===== src/design/rrls_pkg.sv =====
// ----------------------------------------------------------------------------
// rrls_pkg
// Shared types, codes and saturation helpers for the recursive residual
// least-squares unit.
// ----------------------------------------------------------------------------
package rrls_pkg;

    // item opcodes
    typedef enum logic [2:0] {
        OP_MATRIX   = 3'd0,
        OP_COEF     = 3'd1,
        OP_PREV_X   = 3'd2,
        OP_PREV_RES = 3'd3,
        OP_SCALE    = 3'd4,
        OP_NEW_X    = 3'd5,
        OP_RESPONSE = 3'd6
    } op_code_t;

    // regions of the vector memory, each one regressor count long
    localparam int unsigned RG_COEF = 0;
    localparam int unsigned RG_XP   = 1;
    localparam int unsigned RG_XN   = 2;
    localparam int unsigned RG_V    = 3;
    localparam int unsigned RG_W    = 4;
    localparam int unsigned RG_NUM  = 5;

    localparam logic signed [63:0] MAX32 = 64'sd2147483647;
    localparam logic signed [63:0] MIN32 = -64'sd2147483648;

    // request to the divide / square root unit
    typedef struct packed {
        logic               start;
        logic               sqrt_mode;
        logic signed [63:0] num;
        logic signed [31:0] den;
    } ds_req_t;

    // response from the divide / square root unit
    typedef struct packed {
        logic               done;
        logic signed [63:0] quo;
        logic               divz;
    } ds_rsp_t;

    // clamp to the 32-bit signed range
    function automatic logic signed [31:0] sat32(input logic signed [63:0] v);
        logic signed [31:0] r;
        if (v > MAX32)
            r = 32'sh7fffffff;
        else if (v < MIN32)
            r = 32'sh80000000;
        else
            r = v[31:0];
        return r;
    endfunction

    // true when sat32 would clamp
    function automatic logic ovf32(input logic signed [63:0] v);
        return (v > MAX32) || (v < MIN32);
    endfunction

endpackage


===== src/design/rrls_divsqrt.sv =====
// ----------------------------------------------------------------------------
// rrls_divsqrt
// Bit-serial unit: rounded signed division (one quotient bit a cycle) and
// integer square root of a fixed-point value (one result bit a cycle).
// ----------------------------------------------------------------------------
module rrls_divsqrt
    import rrls_pkg::*;
#(
    parameter int FRAC_BITS = 16
) (
    input  logic    clk,
    input  logic    rst_n,
    input  ds_req_t req,
    output ds_rsp_t rsp
);

    typedef enum logic [1:0] {DS_IDLE, DS_DIV, DS_SQRT} ds_state_t;

    ds_state_t          state_reg;
    logic [5:0]         cnt_reg;
    logic [63:0]        un_reg;
    logic [31:0]        ud_reg;
    logic [31:0]        rem_reg;
    logic [63:0]        q_reg;
    logic [63:0]        bit_reg;
    logic               neg_reg;
    logic               done_reg;
    logic               divz_reg;
    logic signed [63:0] quo_reg;

    logic [63:0] un_abs;
    logic [31:0] ud_abs;
    logic [32:0] rem_sh;
    logic [32:0] rem_sub;
    logic        rem_fits;
    logic [63:0] q_fin;
    logic [63:0] sq_try;
    logic        sq_fits;
    logic [63:0] sq_res;

    // operand magnitudes and one step of each iteration
    always_comb
    begin
        un_abs   = req.num[63] ? 64'(-req.num) : 64'(req.num);
        ud_abs   = req.den[31] ? 32'(-req.den) : 32'(req.den);
        rem_sh   = {rem_reg, un_reg[63]};
        rem_sub  = rem_sh - {1'b0, ud_reg};
        rem_fits = rem_sh >= {1'b0, ud_reg};
        q_fin    = {q_reg[62:0], rem_fits};
        sq_try   = q_reg + bit_reg;
        sq_fits  = un_reg >= sq_try;
        sq_res   = sq_fits ? ((q_reg >> 1) + bit_reg) : (q_reg >> 1);
    end

    // sequencer
    always_ff @(posedge clk or negedge rst_n)
    begin
        if (!rst_n)
        begin
            state_reg <= DS_IDLE;
            done_reg  <= 1'b0;
            divz_reg  <= 1'b0;
            cnt_reg   <= '0;
        end
        else
        begin
            done_reg <= 1'b0;
            unique case (state_reg)
                DS_IDLE:
                begin
                    if (req.start)
                    begin
                        divz_reg <= 1'b0;
                        q_reg    <= '0;
                        rem_reg  <= '0;
                        if (req.sqrt_mode)
                        begin
                            // nonpositive radicand gives zero
                            if (req.den[31] || (req.den == '0))
                            begin
                                quo_reg  <= '0;
                                done_reg <= 1'b1;
                            end
                            else
                            begin
                                un_reg    <= {33'b0, req.den[30:0]} << FRAC_BITS;
                                bit_reg   <= 64'h4000_0000_0000_0000;
                                cnt_reg   <= 6'd31;
                                state_reg <= DS_SQRT;
                            end
                        end
                        else if (req.den == '0)
                        begin
                            // division by zero saturates toward the numerator sign
                            divz_reg <= 1'b1;
                            done_reg <= 1'b1;
                            if (req.num > 64'sd0)
                                quo_reg <= MAX32;
                            else if (req.num < 64'sd0)
                                quo_reg <= MIN32;
                            else
                                quo_reg <= '0;
                        end
                        else
                        begin
                            un_reg    <= un_abs + {33'b0, ud_abs[31:1]};
                            ud_reg    <= ud_abs;
                            neg_reg   <= req.num[63] ^ req.den[31];
                            cnt_reg   <= 6'd63;
                            state_reg <= DS_DIV;
                        end
                    end
                end
                DS_DIV:
                begin
                    rem_reg <= rem_fits ? rem_sub[31:0] : rem_sh[31:0];
                    q_reg   <= q_fin;
                    un_reg  <= un_reg << 1;
                    cnt_reg <= cnt_reg - 6'd1;
                    if (cnt_reg == '0)
                    begin
                        quo_reg   <= neg_reg ? -$signed(q_fin) : $signed(q_fin);
                        done_reg  <= 1'b1;
                        state_reg <= DS_IDLE;
                    end
                end
                DS_SQRT:
                begin
                    if (sq_fits)
                    begin
                        un_reg <= un_reg - sq_try;
                    end
                    q_reg   <= sq_res;
                    bit_reg <= bit_reg >> 2;
                    cnt_reg <= cnt_reg - 6'd1;
                    if (cnt_reg == '0)
                    begin
                        quo_reg   <= $signed({32'b0, sq_res[31:0]});
                        done_reg  <= 1'b1;
                        state_reg <= DS_IDLE;
                    end
                end
                default:
                begin
                    state_reg <= DS_IDLE;
                end
            endcase
        end
    end

    assign rsp.done = done_reg;
    assign rsp.quo  = quo_reg;
    assign rsp.divz = divz_reg;

endmodule


===== config.mk =====
export PLATFORM = sky130hd
export DESIGN_NAME = rrls_divsqrt
export DESIGN_NICKNAME = d
export VERILOG_FILES = /design/src/design/rrls_pkg.sv /design/src/design/rrls_divsqrt.sv
export SDC_FILE = /design/constraint.sdc
export NUM_CORES = 1
export LEC_CHECK = 0
export BUFFER_PORTS_ARGS = -buffer_cell sky130_fd_sc_hd__buf_2
export CAP_MARGIN = 10
export CORE_AREA = 2 2 217 219
export DETAILED_ROUTE_END_ITERATION = 10
export DIE_AREA = 0 0 219 221
export PLACE_DENSITY_LB_ADDON = 0.2
export SLEW_MARGIN = 20
export SYNTH_ARGS = -nofsm -noshare
export SYNTH_HDL_FRONTEND = slang
export SYNTH_SLANG_ARGS = --single-unit

===== constraint.sdc =====
create_clock -name clk -period 13.2 [get_ports clk]
set_input_delay 1.32 -clock clk [delete_from_list [all_inputs] [get_ports clk]]
set_output_delay 1.32 -clock clk [all_outputs]
set_load 0.005 [all_outputs]

==> metrics, run 1 <==
Cell variety after synth=85; die height=221 µm; first-pass GRT wire length=143 mm; Slowest-stage cell, CP=a2111oi_0; Setup Skew=0.0197 ns; Std-Cell Rows=79; maximum operating frequency=130 MHz; clock-pin slew on the worst setup and hold paths=0.06 ns; antenna violations before repair=2; Overall Global Routing Usage=36.9%; Pins Over Slew Limit=0; CP top delay family=compound AO/OA/AOI/OAI gates; asr flop ratio synth=3.34%; worst path required time=13.47 ns; Max Cap Viol=0; mapped cell area=28700 µm²; Setup Buffers After CTS=0; Leakage=0.0119 µW; area added between synthesis and finish=7.80%; clock latency on the worst-skew pair=0.57 ns; Avg WL per Cell=22.9 µm; Slew @ Worst Pin=1.14 ns; RePlAce Congestion=0.994; Fin Setup TNS=0 ns; core area=46100 µm²; min cycle time layout=7.70 ns; Yosys warning total=0; DRT iter0 DRCs=2886; WS Path Type=flip-flop to flip-flop; run status=complete, no violations; Synth Register Bits=299; most common cell after layout, fill and taps aside=o21ai_0; nets=3679; Crit path buffers/inverters=0; largest net degree at the start of global routing=90; crit start category=flip-flop; Max-slew headroom=21.8%; number of placed I/O pins=166; vias per cell=6.80; CTS Buffer Depth=3; Fin. Hold Viols=0; Worst Hold Class=flip-flop to flip-flop; post-CTS resize count=0; Seq/Total Area, Yosys=31.2%; DR vias=27300; Post-Syn Area per Cell=8.57 µm²; Main synth FF type=edfxtp_1; drt first pass iters=6; vias in the first global route=26100; Clock Sinks=299; setup repair after global routing missed its margin=false; CP Capture Type=flip-flop; H-tree depth=2; die width=219 µm; most frequent cells in the layout=317 x o21ai_0, 305 x nand2_1, 289 x edfxtp_1; die area=48400 µm²; Antenna Nets Post-Route=0; Final Cycle Share=58.3%; Initial Util=62.2%; Finished Cell Area=30900 µm²; crit-path cells=ha_1 > and4_1 > a21oi_1 > o311ai_0 > nand3_1 > a2111oi_0 > nor2b_1 > o21ai_0 > a31oi_1 > o21bai_1 > nand2_1 > xor2_1 > ha_1 > nor2b_1 > o21ai_0 > nand2b_1 > a21oi_1 > o21bai_1 > a211oi_1 > a21o_4 > mux2i_1 > o22ai_1 > nand2b_1; Post-synth EDFFs=289; Worst path max stage delay=0.80 ns; CP Max Fanout=59; CTS tree=done; CP arrival=7.97 ns; syn_nets=3650; DRC violations left=0; PwrDens=217 nW/µm²; share of cells above drive strength 1=9.32%; cts bufs inserted=37; Root Driver=clkbuf_16; Post-Synthesis Cells=3346; Post-CTS Hold Fix Bufs=0; VDD IR-drop max=150 µV; final WL=91.7 mm; DP Wirelength=68.5 mm; endpoints failing setup=0; port bufs=165; total grt overflow=0; dpl cell area=29800 µm²
## per-stage QoR
step | total power, µW | std cells | util [%] | hold slack [ns] | setup WS [ns]
after floorplan | 4530 | 3346 | - | 0.474 | 2.97
after global placement | 5520 | 3943 | 64.6 | 0.489 | 5.41
after detailed placement | 5620 | 3943 | 64.6 | 0.518 | 5.63
after CTS | 6640 | 4007 | 67.1 | 0.533 | 5.76
after global routing | 7130 | 4008 | 67.1 | 0.554 | 4.99
final | 6720 | 4008 | 67.1 | 0.534 | 5.50
## cells in the mapped netlist, types with 68 or more instances
cell type | count | area share (%)
edfxtp_1 | 289 | 30
o31ai_1 | 68 | 1.8
clkbuf_1 | 190 | 2.5
nor2_1 | 202 | 2.6
xor2_1 | 185 | 5.7
o21ai_0 | 317 | 5.5
xnor2_1 | 212 | 6.5
nand3_1 | 68 | 1.2
ha_1 | 201 | 8.8
a21o_1 | 95 | 2.5
nand2_1 | 306 | 4.0
and2_1 | 68 | 1.5
a21oi_1 | 210 | 3.7
inv_1 | 103 | 1.3
## power by group
part | internal [µW] | leakage, µW | total (µW) | switching (µW)
clock network | 565 | 0.000559 | 997 | 432
registers | 1440 | 0.00287 | 1740 | 303
logic | 1490 | 0.00851 | 3980 | 2490
total | 3490 | 0.0119 | 6720 | 3230
## final timing paths
| kind | slack, ns | from | cells past startpoint | end |
|---|---|---|---|---|
| setup / recovery | 5.50 | q_reg[6] | 23 | quo_reg[0] |
| hold / removal | 0.53 | divz_reg | 1 | divz_reg |
| setup reg to reg | 5.50 | q_reg[6] | 23 | quo_reg[0] |
| hold reg to reg | 0.53 | divz_reg | 1 | divz_reg |
| max in group asynchronous | 12.26 | rst_n | 1 | state_reg[1] |
| min in group asynchronous | 0.66 | rst_n | 1 | done_reg |
## cell type report
class / instances / area [µm²]
Antenna cell: 1 / 2.50
Tap cell: 607 / 759
Multi-Input combinational cell: 2739 / 18600
Timing Repair Buffer: 194 / 1040
Fill cell: 3812 / 15200
Clock buffer: 42 / 966
Clock inverter: 22 / 171
Sequential cell: 299 / 8930
Inverter: 104 / 390
## cells by family (layout without fill, tap and decap cells)
group,Yosys count,after routing,synth area share (%)
compound gates,1109,1109,25.3
mux,13,13,0.463
flops,299,299,31.2
buf+inv,308,362,4.09
fa+ha+maj,204,204,8.98
xor+xnor,397,397,12.1
other cells,0,1,0
simple gates,1016,1016,17.9
## metal layers
layer  track usage (%)  vias up  wire, µm
met3              4.76      252      6450
met5                 0        -        16
li1                  -    12600         -
met1              47.0    13200     36400
met2              63.7     1247     45100
met4              14.1        2      3750
Power figures use the tool's default switching activity.
==> run 2, diff against run 1 <==
clock period = 8 ns   (was 13.2 ns; I/O delays follow)
==> run 2 against run 1 <==
  * Count of clock-buffer cells in the layout up 7
  * Utilization grew 0.33 points
  * First-iteration DRC count up 3.0%
  * Register-to-register slack got worse by 4.9 ns
  * Global-route usage shrank 0.31 points
  * Total power up 66%
  * Wire length shrank 1.2%
  * Sequential share of layout area shrank 0.14 points
  * Die area unchanged
==> metrics, run 2 (same netlist as run 1, synthesis figures left out) <==
R2R Path Start=q_reg[10]; CP Capture Type=flip-flop; number of placed I/O pins=166; Std-Cell Rows=79; first-pass GRT wire length=142 mm; largest net degree at the start of global routing=100; DRC violations left=0; RePlAce Congestion=0.998; most frequent cells in the layout=317 x o21ai_0, 304 x nand2_1, 289 x edfxtp_1; die height=221 µm; Fill cells=3799; Post-CTS Hold Fix Bufs=0; Final Cycle Share=92.9%; most common cell after layout, fill and taps aside=o21ai_0; die area=48400 µm²; nets=3685; VDD IR-drop max=276 µV; antenna violations before repair=1; Root Driver=clkbuf_16; Setup Skew=0.0147 ns; CP arrival=7.74 ns; clock latency on the worst-skew pair=0.57 ns; worst path required time=8.31 ns; share of cells above drive strength 1=9.56%; Initial Util=62.2%; WS Path Type=flip-flop to flip-flop; r2r setup slk=0.57 ns; CTS Buffer Depth=3; Reg2Reg Depth=24; PwrDens=360 nW/µm²; Slew @ Worst Pin=1.16 ns; cts bufs inserted=38; DRT iter0 DRCs=2972; CTS tree=done; die width=219 µm; Leakage=0.0120 µW; Antenna Nets Post-Route=0; crit start category=flip-flop; drt first pass iters=7; Fin. Hold Viols=0; Avg WL per Cell=22.5 µm; clock-pin slew on the worst setup and hold paths=0.06 ns; Overall Global Routing Usage=36.6%; Clock Sinks=299; run status=complete, no violations; setup repair after global routing missed its margin=false; total grt overflow=0; DR vias=27200; DP Wirelength=67.8 mm; port bufs=165; dpl cell area=29800 µm²; Worst Hold Class=input port to asynchronous set/reset pin; maximum operating frequency=135 MHz; Setup Buffers After CTS=0; final WL=90.6 mm; Worst R2R End=quo_reg[19]; vias per cell=6.78; CP Max Fanout=59; vias in the first global route=26200; Max Cap Viol=0; area added between synthesis and finish=8.33%; Worst setup endpoint=quo_reg[19]; Pins Over Slew Limit=0; endpoints failing setup=0; min cycle time layout=7.43 ns; Max-slew headroom=20.4%; post-CTS resize count=0; H-tree depth=2; Critical Path Source=q_reg[10]; core area=46100 µm²; Fin Setup TNS=0 ns; Finished Cell Area=31100 µm²
-- run 2: cell count changes in the layout (fill, tap and decap cells not counted), moves of 3 or more --
| cell | delta |
|---|---|
| clkinv_2 | -4 |
| clkbuf_1 | +5 |
| clkinv_4 | +3 |
| clkinv_1 | -3 |
| buf_4 | +3 |
-- run 2: worst min-delay path by stage --
stage                       startpoint      endpoint  slack [ns]  cells after the start
after floorplan               divz_reg      divz_reg        0.47                      1
after global placement    state_reg[1]  state_reg[1]        0.52                      2
after detailed placement    cnt_reg[0]    cnt_reg[0]        0.54                      1
after CTS                        rst_n      done_reg        0.11                      1
after global routing             rst_n      done_reg        0.14                      1
final                            rst_n      done_reg        0.12                      1
-- run 2: power by group --
group	internal [µW]	switching (µW)	leakage [µW]	total, µW
Clock	1010	727	0.000598	1740
Sequential	2370	509	0.00287	2880
Combinational	2470	4090	0.00855	6560
Total	5850	5330	0.0120	11200
-- run 2: through the flow --
stage / setup slack [ns] / util [%] / total power (µW) / hold WS, ns / instances
floorplan: 0.945 / - / 7470 / 0.474 / 3346
finish: 0.572 / 67.4 / 11200 / 0.124 / 4018
CTS: 0.737 / 67.4 / 11100 / 0.110 / 4017
global route: 0.161 / 67.4 / 11900 / 0.135 / 4017
global placement: 0.891 / 64.7 / 9150 / 0.518 / 3948
detailed placement: 0.800 / 64.7 / 9300 / 0.537 / 3948
-- run 2: critical path, cell delays in order (launching register included) --
cell       delay, ns
edfxtp_1        0.55
ha_1            0.41
and2_1          0.19
nand4_1         0.18
o311ai_0        0.82
nand3_1         0.38
a2111oi_0       0.73
nor2b_1         0.15
o21ai_0         0.31
a31oi_1         0.16
o21bai_1        0.27
nand2_1         0.10
xor2_1          0.17
ha_1            0.38
nor2b_1         0.17
o21ai_0         0.16
nand2b_1        0.10
a21oi_1         0.16
o21bai_1        0.08
a211oi_1        0.51
a21o_2          0.24
buf_12          0.25
or3_1           0.16
a21oi_1         0.08
or3_1           0.39
-- run 2: metal layers --
metal  up-vias  track usage (%)  part of all wire (%)
met5         -                0                     0
met3       238             5.04                   7.4
met1     13100             46.3                    40
li1      12600                -                     -
met4         0             14.1                   4.0
met2      1306             63.2                    49
-- run 2: layout make-up --
cell class                      count  area [µm²]  share of cell area (%)
Inverter                          104         390                    1.26
Antenna cell                        1        2.50                 0.00806
Sequential cell                   299        8930                    28.8
Clock inverter                     20         213                   0.685
Clock buffer                       49        1020                    3.30
Timing Repair Buffer              199        1100                    3.53
Tap cell                          607         759                    2.45
Multi-Input combinational cell   2739       18600                    60.0
