[config.mk]
export PLATFORM = sky130hd
export DESIGN_NAME = rrls_ram
export DESIGN_NICKNAME = d
export VERILOG_FILES = /design/src/design/rrls_ram.sv
export SDC_FILE = /design/constraint.sdc
export NUM_CORES = 1
export LEC_CHECK = 0
export BUFFER_PORTS_ARGS = -buffer_cell sky130_fd_sc_hd__buf_2
export CAP_MARGIN = 20
export CORE_MARGIN = 1.5
export CORE_UTILIZATION = 55
export DETAILED_ROUTE_END_ITERATION = 16
export GPL_TIMING_DRIVEN = 0
export PLACE_DENSITY = 0.75
export REMOVE_ABC_BUFFERS = 1
export SLEW_MARGIN = 0
export SYNTH_ARGS = -nofsm -noshare
export SYNTH_HDL_FRONTEND = slang
export SYNTH_SLANG_ARGS = --single-unit
[constraint.sdc]
create_clock -name clk -period 4.06 [get_ports clk]
set_clock_uncertainty 0.15 [all_clocks]
set_input_delay 0.609 -clock clk [delete_from_list [all_inputs] [get_ports clk]]
set_output_delay 0.609 -clock clk [all_outputs]
set_load 0.005 [all_outputs]
[src/design/rrls_ram.sv]
// ----------------------------------------------------------------------------
// rrls_ram
// Generic single-write, single-read memory with a registered read port.
// ----------------------------------------------------------------------------
module rrls_ram #(
    parameter int WIDTH = 32,
    parameter int DEPTH = 16,
    localparam int AW = (DEPTH > 1) ? $clog2(DEPTH) : 1
) (
    input  logic             clk,
    input  logic             we,
    input  logic [AW-1:0]    waddr,
    input  logic [WIDTH-1:0] wdata,
    input  logic [AW-1:0]    raddr,
    output logic [WIDTH-1:0] rdata
);

    logic [WIDTH-1:0] mem [DEPTH];

    // write port and registered read
    always_ff @(posedge clk)
    begin
        if (we)
        begin
            mem[waddr] <= wdata;
        end
        rdata <= mem[raddr];
    end

endmodule

==> metrics.md, run 1 <==
| Metric | Value |
|---|---|
| Status | complete, no violations |
| Commonest cells after routing, fill and taps aside | edfxtp_1 (512), mux4_2 (128), buf_2 (71), a22oi_1 (64), clkbuf_16 (55) |
| Non-Filler Instances | 1464 |
| CP delay by family, top | buffers and inverters |
| Post-synthesis sequential area ratio | 0.807 |
| Setup violations, final | 0 |
| RSZ-0062 raised after global routing | false |
| F_max | 411 MHz |
| Routed vias/inst | 6.21 |
| Max IR drop VDD | 0.000336 V |
| Initial core utilization | 0.558 |
| Nets | 999 |
| Tot GR Track Use | 0.224 |
| Core area | 35600 um^2 |
| WP data required | 4.33 ns |
| 1st-pass router iterations | 5 |
| IO Port Bufs | 73 |
| CTS root buf | clkbuf_16 |
| Worst path depth | 5 |
| Initial antenna violation count | 2 |
| Placed Cells | 1363 |
| Largest net degree at the start of global routing | 90 |
| Syn avg cell area | 23.7 um^2 |
| Sequential share of power | 0.542 |
| Synth Instances | 838 |
| Final hold vios | 0 |
| Synth Cell Area | 19900 um^2 |
| Final instance area | 23000 um^2 |
| Crit path kind | in -> reg |
| CTS tree | done |
| Tmin final | 2.43 ns |
| Tcrit/Tclk final | 0.599 |
| Setup bufs post-CTS | 0 |
| Vias in the first global route | 9557 |
| Clock power frac | 0.411 |
| Hold-fix buffers, CTS | 0 |
| Instance area at placement | 21300 um^2 |
| Die ar. | 37200 um^2 |
| Most common cell after layout, fill and taps aside | edfxtp_1 |
| Worst Hold Launch | wdata[15] |
| Switch Pwr | 2.30 mW |
| Lkg Pwr | 7.43 nW |
| Hold Worst Slack | 0.256 ns |
| Post-cts resize count | 0 |
| Routed wire length | 39.6 mm |
| Max Slew Vio Count | 0 |
| Die X-Extent | 193 um |
| Layout cells sized above 1 | 0.326 |
| Library cells used by synthesis | 18 |
| Via count | 9085 |
| Max-cap violation count | 0 |
| Critical path arrival | 2.70 ns |
| Switch share | 0.197 |
| Io pins | 74 |
| Total gr overflow | 0 |
| Number of cell rows | 69 |
| Sum of buffers and inverters on the critical path | 2 |
| Power density cells | 506 nW/um^2 |
| Starting DRT DRC Count | 1081 |
| Setup TNS | 0 ns |
| CP max FO | 67 |
| Final core utilization | 0.647 |
| Clock transition at the registers of the reported paths | 0.06 ns |
| Power share of the combinational group | 0.047 |
| Min-delay worst type | in -> reg |
| First-pass GRT wire length | 59.3 mm |
| CTS Buffer Depth | 3 |
| Total CTS buffers | 53 |
| Hold depth | 1 |
| Pint | 9.35 mW |
| Clk sinks | 544 |
| Dpl hpwl | 22.1 mm |
| CP peak stage delay | 0.59 ns |
| Antenna-violating nets left | 0 |
| Relative slew slack | 0.350 |
| H-tree levels | 2 |
| Synth warn | 0 |
| Critical path's slowest cell | mux4_2 |
| Drt drc | 0 |
| Startpoint type of the worst setup path | primary input |
| Area grow syn2layout | 15.9% |
| Worst skew pair latency | 0.57 ns |
| Worst-Margin Slew | 0.973 ns |
| RR Startpoint | mem[1][16] |
| Worst Setup SP | raddr[0] |
| Die extent in y | 193 um |
| GPL Wtd Cong | 0.688 |
| R2r worst-path depth | 3 |
| Critical path capture point type | register |
| WL per Instance | 27.0 um |
| Number of synthesized register bits | 544 |
| Cell Chain, Critical Path | buf_8 > buf_16 > mux4_2 > a22oi_1 > nand2_1 |
## state kept, by name (all words and copies together), names as in the netlist
signal,cells
rdata,32
mem,512
## per-stage QoR
stage	total power, mW	setup slack (ns)
2_1_floorplan	6.67	0.121
3_3_place_gp	6.96	-2.66
3_5_place_dp	6.98	1.04
4_1_cts	11.7	1.57
5_1_grt	12.0	1.41
6_report	11.7	1.63
## layout make-up
class,instances,area (um^2)
multi-input combinational,251,3750
clock inverter,25,246
antenna,1,2.50
fill,2234,12600
tap,461,577
sequential,544,16000
timing repair buffer,107,956
clock buffer,75,1470
## Yosys cell counts
master	count	share of area
a22oi_1	64	0.024
and2_1	1	0.00032
buf_1	9	0.0017
buf_2	4	0.0010
buf_4	11	0.0042
buf_6	2	0.0011
clkbuf_1	17	0.0032
dfxtp_1	32	0.032
edfxtp_1	512	0.77
mux4_2	128	0.15
nand2_1	33	0.0062
nand2b_1	2	0.00063
nand3_1	1	0.00025
nand3b_1	2	0.00076
nor2_1	13	0.0025
nor2b_1	2	0.00063
nor3_1	4	0.0010
or3b_2	1	0.00044
## layer usage
layer / track usage / part of all wire
met1: 0.338 / 0.42
met5: 0 / 0.00030
met2: 0.349 / 0.49
met4: 0.0530 / 0.017
met3: 0.0387 / 0.081
## final timing paths
kind	end	slack, ns
max	rdata[16]	1.63
min	mem[1][15]	0.26
max reg2reg	rdata[16]	2.53
min reg2reg	rdata[31]	0.52
## power groups by stage
stage / Combinational (mW) / Clock (mW) / Sequential (mW)
CTS: 0.558 / 4.86 / 6.31
global placement: 0.530 / 0 / 6.43
detailed placement: 0.554 / 0 / 6.43
global route: 0.594 / 5.08 / 6.32
floorplan: 0.242 / 0 / 6.43
finish: 0.548 / 4.79 / 6.31
## cell families after synthesis
family,count (synthesis),share of synthesized area
flip-flops,544,0.807
multiplexers,128,0.145
AO/OA/AOI/OAI,64,0.0242
AND/OR/NAND/NOR,59,0.0127
buffers and inverters,43,0.0112
Power figures use the tool's default switching activity.
==> run 2, diff against run 1 <==
Settings changed: ABC_AREA from default to 1, CORE_UTILIZATION 55 to 56, PLACE_DENSITY 0.75 to 0.76.
Clock period 4.06 ns to 2 ns, I/O delays scaled along.
==> metrics.md, run 2 <==
| Metric | Value |
|---|---|
| Clk sinks | 544 (unchanged) |
| Startpoint type of the worst setup path | primary input (unchanged) |
| Setup violations, final | 0 (unchanged) |
| CTS Buffer Depth | 3 (unchanged) |
| Antenna-violating nets left | 0 (unchanged) |
| EDFF count, synth | 512 (unchanged) |
| Sequential share of power | 0.539 (was 0.542) |
| Vias in the first global route | 14800 (was 9557) |
| RSZ-0062 raised after global routing | false (unchanged) |
| Setup bufs post-CTS | 0 (unchanged) |
| 1st-pass router iterations | 5 (unchanged) |
| Largest family of logic cells by synthesized area | simple AND/OR/NAND/NOR gates (was multiplexers) |
| Library cells used by synthesis | 15 (was 18) |
| Drt drc | 0 (unchanged) |
| Commonest cells after routing, fill and taps aside | nand2_1 (677), edfxtp_1 (512), inv_1 (386), nand3_1 (385), buf_2 (70) (was edfxtp_1 (512), mux4_2 (128), buf_2 (71), a22oi_1 (64), clkbuf_16 (55)) |
| Post-synthesis sequential area ratio | 0.705 (was 0.807) |
| Die ar. | 41800 um^2 (was 37200 um^2) |
| RR Startpoint | mem[12][9] (was mem[1][16]) |
| Most common cell after layout, fill and taps aside | nand2_1 (was edfxtp_1) |
| Max-cap violation count | 0 (unchanged) |
| H-tree levels | 2 (unchanged) |
| Area grow syn2layout | 13.3% (was 15.9%) |
| Total CTS buffers | 53 (unchanged) |
| Most numerous cell in the Yosys netlist | nand2_1 (was edfxtp_1) |
| Relative slew slack | 0.257 (was 0.350) |
| Top cells by count, synth | nand2_1 (677), edfxtp_1 (512), inv_1 (388) (was edfxtp_1 (512), mux4_2 (128), a22oi_1 (64)) |
| Switch share | 0.215 (was 0.197) |
| Routed wire length | 53.1 mm (was 39.6 mm) |
| WL per Instance | 19.2 um (was 27.0 um) |
| CP max FO | 33 (was 67) |
| Worst-Margin Slew | 1.11 ns (was 0.973 ns) |
| Dpl hpwl | 27.0 mm (was 22.1 mm) |
| Pint | 18.7 mW (was 9.35 mW) |
| Synth Cell Area | 22700 um^2 (was 19900 um^2) |
| Number of synthesized register bits | 544 (unchanged) |
| Final hold vios | 0 (unchanged) |
| Power share of the combinational group | 0.064 (was 0.047) |
| Initial antenna violation count | 0 (was 2) |
| Synth area leader | edfxtp_1 (unchanged) |
| Synth Area in Simple Gates | 0.200 (was 0.0127) |
| Starting DRT DRC Count | 1574 (was 1081) |
| Io pins | 74 (unchanged) |
| Initial core utilization | 0.569 (was 0.558) |
| Critical path arrival | 2.21 ns (was 2.70 ns) |
| Synth top area share | 0.676 (was 0.774) |
| Synth Flop Type | edfxtp_1 (unchanged) |
| Synth Area in XOR/XNOR | 0 (unchanged) |
| Clock power frac | 0.397 (was 0.411) |
| Synth async-reset ratio | 0 (unchanged) |
| Mux share of post-synthesis cell area | 0 (was 0.145) |
| Max Slew Vio Count | 0 (unchanged) |
| Crit path kind | in -> reg (unchanged) |
| CTS root buf | clkbuf_16 (unchanged) |
| Power Total | 23.8 mW (was 11.7 mW) |
| Nets | 2242 (was 999) |
| Post-synthesis adder-cell area fraction | 0 (unchanged) |
| CTS tree | done (unchanged) |
| Synth Instances | 2120 (was 838) |
| Die X-Extent | 204 um (was 193 um) |
| Worst skew pair latency | 0.58 ns (was 0.57 ns) |
| Clock transition at the registers of the reported paths | 0.06 ns (about the same) |
| Routed vias/inst | 5.46 (was 6.21) |
| Reg with most FFs | mem (unchanged) |
| Syn avg cell area | 10.7 um^2 (was 23.7 um^2) |
| Largest net degree at the start of global routing | 145 (was 90) |
| Synth Area in Compound Gates | 0 (was 0.0242) |
| Via count | 15100 (was 9085) |
| Max reg flops | 512 (unchanged) |
| Die extent in y | 204 um (was 193 um) |
| Number of cell rows | 73 (was 69) |
| Switch Pwr | 5.11 mW (was 2.30 mW) |
| Synth warn | 0 (unchanged) |
| Power density cells | 924 nW/um^2 (was 506 nW/um^2) |
| Synth area leaders | edfxtp_1 (68%), nand2_1 (11%), nand3_1 (8.5%) (was edfxtp_1 (77%), mux4_2 (15%), dfxtp_1 (3.2%)) |
| Critical path capture point type | register (unchanged) |
| Min-delay worst type | in -> reg (unchanged) |
| Tcrit/Tclk final | 0.959 |
| Tot GR Track Use | 0.254 (was 0.224) |
| Total gr overflow | 0 (unchanged) |
| Worst Setup SP | raddr[3] (was raddr[0]) |
| Biggest regs | mem x512, rdata x32 (unchanged) |
| GPL Wtd Cong | 0.735 (was 0.688) |
| Core area | 39900 um^2 (was 35600 um^2) |
| Max IR drop VDD | 0.000650 V (was 0.000336 V) |
| Final core utilization | 0.645 (was 0.647) |
| IO Port Bufs | 73 (unchanged) |
| WP data required | 2.29 ns (was 4.33 ns) |
| Tmin final | 1.92 ns |
| Layout cells sized above 1 | 0.0839 (was 0.326) |
| Worst Hold Launch | raddr[2] (was wdata[15]) |
| Status | complete, no violations (unchanged) |
| Diodes inserted | 0 (was 1) |
| F_max | 521 MHz |
| First-pass GRT wire length | 79.9 mm (was 59.3 mm) |
| Lkg Pwr | 10.9 nW (was 7.43 nW) |
==> run 2: cell types whose count changed in the layout (fill, tap and decap cells not counted), moves of 9 or more <==
cell and delta:
nand2_1 +644, inv_1 +386, nand3_1 +384, mux4_2 -128, a22oi_1 -64, dlygate4sd3_1 +32
buf_6 -11, clkinv_1 -9
==> run 2: critical path, cell delays in order <==
cell and delay (ns):
buf_2 0.82, inv_2 0.53, buf_12 0.32, nand3_1 0.10
nand2_1 0.11
==> run 2: cell type report <==
type / instances / area (um^2)
fillers: 2827 / 14200
flip-flops and latches: 544 / 16000
repair buffers: 130 / 1290
clock inverters: 11 / 103
inverters: 390 / 1490
clock buffers: 86 / 1530
well taps: 525 / 657
multi-input cells: 1081 / 4670
==> run 2: final timing paths <==
kind,end,slack [ns],cells past startpoint
min reg2reg,rdata[20],0.50,6
min,rdata[4],0.05,4
max reg2reg,rdata[9],0.77,6
max,rdata[11],0.08,5
==> run 2: through the flow <==
step	setup TNS, ns	hold WS [ns]	std cells	setup slack, ns	area (um^2)
6_report	0	0.0482	2767	0.0815	25700
5_1_grt	0	0.0601	2767	0.0722	25700
4_1_cts	0	0.0268	2765	0.0556	25700
3_5_place_dp	-84.23	0.483	2636	-0.848	23700
3_3_place_gp	-1388.39	0.479	2613	-6.47	23100
2_1_floorplan	-240.41	0.249	2015	-0.789	22000
==> run 2: kinds of logic (layout without fill, tap and decap cells) <==
| logic type | Yosys count | after routing |
|---|---|---|
| and+or+nand+nor | 1081 | 1081 |
| DFF | 544 | 544 |
| buffers and inverters | 495 | 617 |
==> run 2: layer usage <==
metal / global-route usage / part of all wire
met2: 0.412 / 0.48
met4: 0.100 / 0.033
met3: 0.0442 / 0.099
met1: 0.344 / 0.39
met5: 0 / 0
==> run 2: power groups by stage <==
stage / logic [mW] / registers, mW / clock network, mW
detailed placement: 1.43 / 13.0 / 0
global route: 1.68 / 12.8 / 9.98
finish: 1.52 / 12.8 / 9.45
floorplan: 0.667 / 13.1 / 0
global placement: 1.38 / 13.1 / 0
CTS: 1.49 / 12.8 / 9.53
==> run 2: repair_timing <==
action,in CTS,in global routing
gates cloned,0,2
hold buffers,32,0
resized for setup,2,2
endpoints found under the hold margin,512,0
setup endpoints to repair,19,13
==> run 3, diff against run 2 <==
Settings changed: CORE_UTILIZATION 56 to 50, PLACE_DENSITY 0.76 to 0.69, REMOVE_ABC_BUFFERS 1 to default.
==> metrics.md, run 3 (synthesized netlist as in run 2, its figures left out) <==
| Metric | Value |
|---|---|
| Via count | 15600 (was 15100) |
| Lkg Pwr | 11.4 nW (was 10.9 nW) |
| Starting DRT DRC Count | 2079 (was 1574) |
| R2r endpoint | rdata[10] (was rdata[9]) |
| Layout cells sized above 1 | 0.115 (was 0.0839) |
| Die ar. | 46700 um^2 (was 41800 um^2) |
| CP max FO | 20 (was 33) |
| Biggest regs | mem x512, rdata x32 (unchanged) |
| Final hold vios | 0 (unchanged) |
| H-tree levels | 2 (unchanged) |
| Setup bufs post-CTS | 0 (unchanged) |
| Max Slew Vio Count | 0 (unchanged) |
| Initial core utilization | 0.511 (was 0.569) |
| Syn nets | 2162 |
| Post-cts resize count | 0 (was 2) |
| Number of cell rows | 77 (was 73) |
| Largest net degree at the start of global routing | 24 (was 145) |
| Power Total | 25.0 mW (was 23.8 mW) |
| RR Startpoint | mem[15][10] (was mem[12][9]) |
| Critical path capture point type | register (unchanged) |
| Hold-fix buffers, CTS | 32 (unchanged) |
| Critical path arrival | 1.93 ns (was 2.21 ns) |
| Core area | 44500 um^2 (was 39900 um^2) |
| RSZ-0062 raised after global routing | false (unchanged) |
| Instance area at placement | 24400 um^2 (was 23700 um^2) |
| F_max | 565 MHz (was 521 MHz) |
| Worst Setup SP | we (was raddr[3]) |
| Power density cells | 942 nW/um^2 (was 924 nW/um^2) |
| Nets | 2337 (was 2242) |
| Reg with most FFs | mem (unchanged) |
| IO Port Bufs | 71 (was 73) |
| Die extent in y | 216 um (was 204 um) |
| Total gr overflow | 0 (unchanged) |
| Routed wire length | 60.8 mm (was 53.1 mm) |
| Setup violations, final | 0 (unchanged) |
| Commonest cells after routing, fill and taps aside | nand2_1 (677), edfxtp_1 (512), inv_1 (388), nand3_1 (385), buf_2 (112) (was nand2_1 (677), edfxtp_1 (512), inv_1 (386), nand3_1 (385), buf_2 (70)) |
| Clk sinks | 544 (unchanged) |
| Antenna-violating nets left | 0 (unchanged) |
| R2r worst-path depth | 6 (unchanged) |
| Max reg flops | 512 (unchanged) |
| Diodes inserted | 0 (unchanged) |
| Max-cap violation count | 0 (unchanged) |
| Setup TNS | 0 ns (unchanged) |
| Tmin final | 1.77 ns (was 1.92 ns) |
| Startpoint type of the worst setup path | primary input (unchanged) |
| CTS tree | done (unchanged) |
| First-pass GRT wire length | 89.2 mm (was 79.9 mm) |
| Tcrit/Tclk final | 0.885 (was 0.959) |
| Dpl hpwl | 38.1 mm (was 27.0 mm) |
| Crit path kind | in -> reg (unchanged) |
| 1st-pass router iterations | 6 (was 5) |
| WP data required | 2.16 ns (was 2.29 ns) |
| Min-delay worst type | in -> reg (unchanged) |
| Total CTS buffers | 53 (unchanged) |
| Worst setup endpoint | mem[12][8] (was rdata[11]) |
| Final instance area | 26500 um^2 (was 25700 um^2) |
| GPL Wtd Cong | 0.836 (was 0.735) |
| Io pins | 74 (unchanged) |
| Placed Cells | 2800 (was 2636) |
| Relative slew slack | 0.297 (was 0.257) |
| R2r setup slk | 0.78 ns (was 0.77 ns) |
| Worst-Margin Slew | 1.06 ns (was 1.11 ns) |
| WL per Instance | 20.7 um (was 19.2 um) |
| Die X-Extent | 216 um (was 204 um) |
| Vias in the first global route | 14800 (about the same) |
| Drt drc | 0 (unchanged) |
| CTS root buf | clkbuf_16 (unchanged) |
| Non-Filler Instances | 2932 (was 2767) |
| Most common cell after layout, fill and taps aside | nand2_1 (unchanged) |
| Clock transition at the registers of the reported paths | 0.06 ns (about the same) |
| Tot GR Track Use | 0.260 (was 0.254) |
| Max IR drop VDD | 0.000668 V (was 0.000650 V) |
| Routed vias/inst | 5.31 (was 5.46) |
| Area grow syn2layout | 16.7% (was 13.3%) |
| Status | complete, no violations (unchanged) |
| CTS Buffer Depth | 3 (unchanged) |
| Worst skew pair latency | 0.61 ns (was 0.58 ns) |
| Initial antenna violation count | 0 (unchanged) |
[run 3: critical path, stage by stage]
cell     delay (ns)
buf_2          0.13
nand3_1        0.33
nor2_4         0.90
buf_16         0.24
[run 3: layout make-up]
cell class	instances	area, um^2
fillers	3539	18000
clock buffers	82	1620
clock inverters	18	226
repair buffers	120	1080
well taps	592	741
plain buffers	105	702
multi-input cells	1081	4670
flip-flops and latches	544	16000
inverters	390	1470
[run 3: worst min path at each step]
stage / start / end / slack [ns] / cells after the start
floorplan: wdata[0] / mem[0][0] / 0.25 / 0
global placement: mem[10][26] / rdata[26] / 0.49 / 6
detailed placement: mem[13][25] / rdata[25] / 0.50 / 6
CTS: raddr[3] / rdata[31] / 0.07 / 3
global route: raddr[3] / rdata[31] / 0.1 / 3
finish: raddr[3] / rdata[31] / 0.08 / 3
[run 3: per-stage QoR]
step / util / setup slack (ns) / hold slack (ns)
after global placement: 0.536 / -2.24 / 0.493
after floorplan: - / -0.443 / 0.249
after CTS: 0.596 / 0.292 / 0.0737
after global routing: 0.596 / 0.190 / 0.0997
after detailed placement: 0.547 / -0.323 / 0.498
final: 0.596 / 0.230 / 0.0841
[run 3: per-layer routing]
metal	wire length (um)	GRT usage	up-vias
met5	0	0	-
met4	2200	0.109	0
met3	6460	0.0507	137
met2	27700	0.406	885
met1	24500	0.358	7366
li1	-	-	7191
[run 3: where the power goes]
part           total [mW]  switching, mW  internal (mW)
registers            12.8         0.0649           12.7
clock network        10.4           4.22           6.21
logic                1.74           1.21          0.531
